===== src/rtl/core/ffua_pkg.sv =====
package ffua_pkg;

    localparam int MAX_UNITS_DEF  = 1024;
    localparam int OWNER_BITS_DEF = 16;

    localparam logic ACT_ALLOC = 1'b0;
    localparam logic ACT_FREE  = 1'b1;

    typedef struct packed {
        logic        action;
        logic [10:0] alloc_size;
        logic [15:0] owner_id;
    } req_t;

    typedef struct packed {
        logic        found;
        logic [9:0]  start_unit;
        logic [10:0] freed_units;
    } rsp_t;

    typedef struct packed {
        logic shift;
        logic clear_hit;
        logic write_en;
    } cell_ctrl_t;

endpackage


===== src/rtl/core/ffua_cell.sv =====
module ffua_cell #(
    parameter int OWNER_BITS = 16
) (
    input  logic                  clk,
    input  logic                  rst_n,
    input  ffua_pkg::cell_ctrl_t  ctrl,
    input  logic [OWNER_BITS-1:0] tag_in,
    input  logic [OWNER_BITS-1:0] wr_tag,
    input  logic [OWNER_BITS-1:0] match_tag,
    output logic [OWNER_BITS-1:0] tag_out
);
    import ffua_pkg::*;

    logic [OWNER_BITS-1:0] tag_reg;
    logic [OWNER_BITS-1:0] tag_next;
    logic [OWNER_BITS-1:0] moved;

    always_comb
    begin
        moved = tag_in;
        if (ctrl.write_en)
        begin
            moved = wr_tag;
        end
        else if (ctrl.clear_hit && tag_in == match_tag)
        begin
            moved = '0;
        end
        tag_next = ctrl.shift ? moved : tag_reg;
    end

    always_ff @(posedge clk or negedge rst_n)
    begin
        if (!rst_n)
        begin
            tag_reg <= '0;
        end
        else
        begin
            tag_reg <= tag_next;
        end
    end

    assign tag_out = tag_reg;
endmodule


===== config.mk =====
export PLATFORM = sky130hd
export DESIGN_NAME = ffua_cell
export DESIGN_NICKNAME = d
export VERILOG_FILES = /design/src/rtl/core/ffua_pkg.sv /design/src/rtl/core/ffua_cell.sv
export SDC_FILE = /design/constraint.sdc
export NUM_CORES = 1
export LEC_CHECK = 0
export BUFFER_PORTS_ARGS = -buffer_cell sky130_fd_sc_hd__clkbuf_2
export CORE_MARGIN = 5
export CORE_UTILIZATION = 39
export CTS_CLUSTER_SIZE = 40
export DETAILED_ROUTE_END_ITERATION = 10
export PLACE_DENSITY_LB_ADDON = 0.12
export SLEW_MARGIN = 25
export SYNTH_ARGS = -nofsm -noshare
export SYNTH_HDL_FRONTEND = slang
export SYNTH_SLANG_ARGS = --single-unit

===== constraint.sdc =====
create_clock -name clk -period 1.1 [get_ports clk]
set_clock_uncertainty 0.15 [all_clocks]
set_input_delay 0.33 -clock clk [delete_from_list [all_inputs] [get_ports clk]]
set_output_delay 0.33 -clock clk [all_outputs]
set_load 0.03 [all_outputs]

==> key figures <==
Run status
  – Status: finished, violations left
  – Violated checks: setup timing

Setup path
  – Worst setup startpoint: tag_out[7]
  – Worst setup EP type: primary output
  – WP data arrival: 0.94 ns
  – CP max FO: 2
  – WP data required: 0.62 ns
  – CP Class: flip-flop to primary output
  – Crit path launch type: flip-flop
  – Reg-to-Reg Start: tag_out[7]

Synthesis
  – Syn Area/Cell: 9.14 sq um
  – XOR/XNOR Fraction of Synth Area: 11.9%
  – Unique masters post-synth: 18
  – Largest family of logic cells by synthesized area: compound AO/OA/AOI/OAI gates
  – FF+latch count, synth: 16
  – Adder-cell share of the synthesized area: 0%
  – Synth Cell Area: 1180 sq um
  – Synthesized netlist net count: 182
  – Simple-Gate Fraction of Synth Area: 12.4%
  – Synth Area in Compound Gates: 35.6%
  – Register area share after synthesis: 34.0%
  – Mux cell area share after synthesis: 0%
  – Yosys warns: 0
  – Synth Instances: 129

Finish
  – Total Nets Final: 268
  – Synthesis-to-finish area growth: 77.9%
  – Diode count: 0
  – Commonest cells after routing, fill and taps aside: 49 x clkbuf_2, 17 x buf_8
  – Share of post-route cells with drive strength above 1: 53.5%
  – Commonest non-fill, non-tap cell in the layout: clkbuf_2
  – Fill cells: 227
  – Multi-input gate area: 847 sq um
  – Register area: 400 sq um
  – Max reg flops: 16
  – Final Cell Area: 2100 sq um

GRT
  – Vias in the first global route: 1,324
  – Initial antenna violation count: 0
  – Pin count of the biggest net entering global routing: 26
  – Total GRT Usage: 18.0%
  – First-pass GRT wire length: 5980 um
  – Total gr overflow: 0

Die
  – Initial Util: 39.6%
  – Core area: 2980 sq um
  – Die X: 65.0 um
  – Total die area: 4220 sq um
  – I/O Pins: 69
  – Die height: 65.0 um
  – Row count: 20

Placed design
  – GPL Wtd Cong: 0.743
  – HPWL after DPL: 2660 um
  – DP Area: 1640 sq um
  – IO buf count: 68

Run
  – Max-Cap Viols: 0

STA
  – F_max: 0.704 GHz
  – Worst-Margin Slew: 0.421 ns
  – Finish-stage setup viols: 32
  – Setup repair after global routing missed its margin: true
  – Final WS setup: -0.320 ns
  – Setup TNS: -7.74 ns
  – Final Cycle Share: 129%
  – Slew Viols, Final: 0
  – Slew margin rel.: 72.0%
  – Final hold vios: 0
  – Post-layout minimum cycle time: 1.42 ns

Detailed routing
  – Total wire length: 3780 um
  – DRC violations left: 0
  – Vias per cell: 5.41
  – Wire per inst: 15.3 um
  – Detail Route Antenna Nets: 0
  – Initial DRC count: 24
  – Drt pass-1 iters: 4
  – DR vias: 1,331

CTS
  – CTS tree: yes
  – H-tree depth: 1
  – Clock latency on the worst-skew pair: 0.29 ns
  – Reg clk slew, reported paths: 0.10 ns
  – CTS Root Cell: clkbuf_4
  – Total CTS buffers: 3
  – Sink Count: 16
  – Clock buffer depth: 2

Power and ir drop
  – LEAKAGE: 0.000897 uW
  – Worst VDD drop: 478 uV
  – Cell Pwr Density: 1010 nW/um^2

Hold path
  – Hold Path Class: input port to flip-flop
  – HP Start: tag_in[5]
## kinds of logic after synthesis
group	Yosys count
DFF	16
buffers and inverters	11
xor gates and xnor gates	16
AOI/OAI and AO/OA	64
and+or+nand+nor	22
## cell type report
cell class	instances	area share [%]
timing repair buffer	92	37.5
tap	33	1.97
clock buffer	3	1.07
multi-input combinational	102	40.4
sequential	16	19.1
## worst max-delay path, cell delays in order, from the launching register on
cell	delay (ns)
dfrtp_1	0.40
buf_6	0.12
buf_8	0.12
## synthesized netlist by cell type, drive strengths merged
cell / count / area (sq um)
a31oi: 32 / 219
o21ai: 16 / 80.1
and3: 1 / 6.26
nand4: 2 / 12.5
nand3: 1 / 5.00
o21a: 16 / 120
clkbuf: 5 / 18.8
dfrtp: 16 / 400
xor2: 4 / 35.0
nor4: 1 / 6.26
buf: 6 / 53.8
nor3: 1 / 16.3
nor2b: 16 / 100
xnor2: 12 / 105
## per-stage QoR
stage / power (uW) / setup slack [ns] / utilization (%) / std cells / hold WS (ns)
detailed placement: 1470 / -0.523 / 55.2 / 233 / 0.136
global placement: 1460 / -0.502 / 55.2 / 233 / 0.134
CTS: 1960 / -0.344 / 63.7 / 243 / 0.214
global route: 2230 / -0.350 / 70.4 / 246 / 0.222
floorplan: 1170 / -0.350 / - / 129 / -0.116
finish: 2120 / -0.320 / 70.4 / 246 / 0.222
## worst paths after layout
path	cells past startpoint	slack (ns)	to
max reg2reg	5	-0.25	tag_out[7]
min reg2reg	3	0.58	tag_out[14]
min	4	0.22	tag_out[5]
max in group asynchronous	2	0.16	tag_out[15]
min in group asynchronous	2	0.34	tag_out[2]
max	2	-0.32	tag_out[7]
## routing by layer
metal	GRT usage [%]	part of all wire, %	up-vias
met3	3.99	5.3	4
met5	0	0	-
met4	6.07	0.90	0
met2	31.7	54	35
met1	21.6	40	636
li1	-	-	656
## power breakdown
group          internal [uW]  total, uW  leakage, uW  switching, uW
clock network            127        318    0.0000138            191
registers                661        736     0.000192           74.2
logic                    581       1060     0.000692            483
## repair_timing
item | 4_1_cts | 5_1_grt
setup buffers | 5 | 5
hold buffers | 1 | 0
cloned | 1 | 0
pin swaps | 0 | 9
hold endpoints to repair | 16 | 0
endpoints found under the setup margin | 32 | 32
gates resized for setup | 38 | 43
Power figures use the tool's default switching activity.
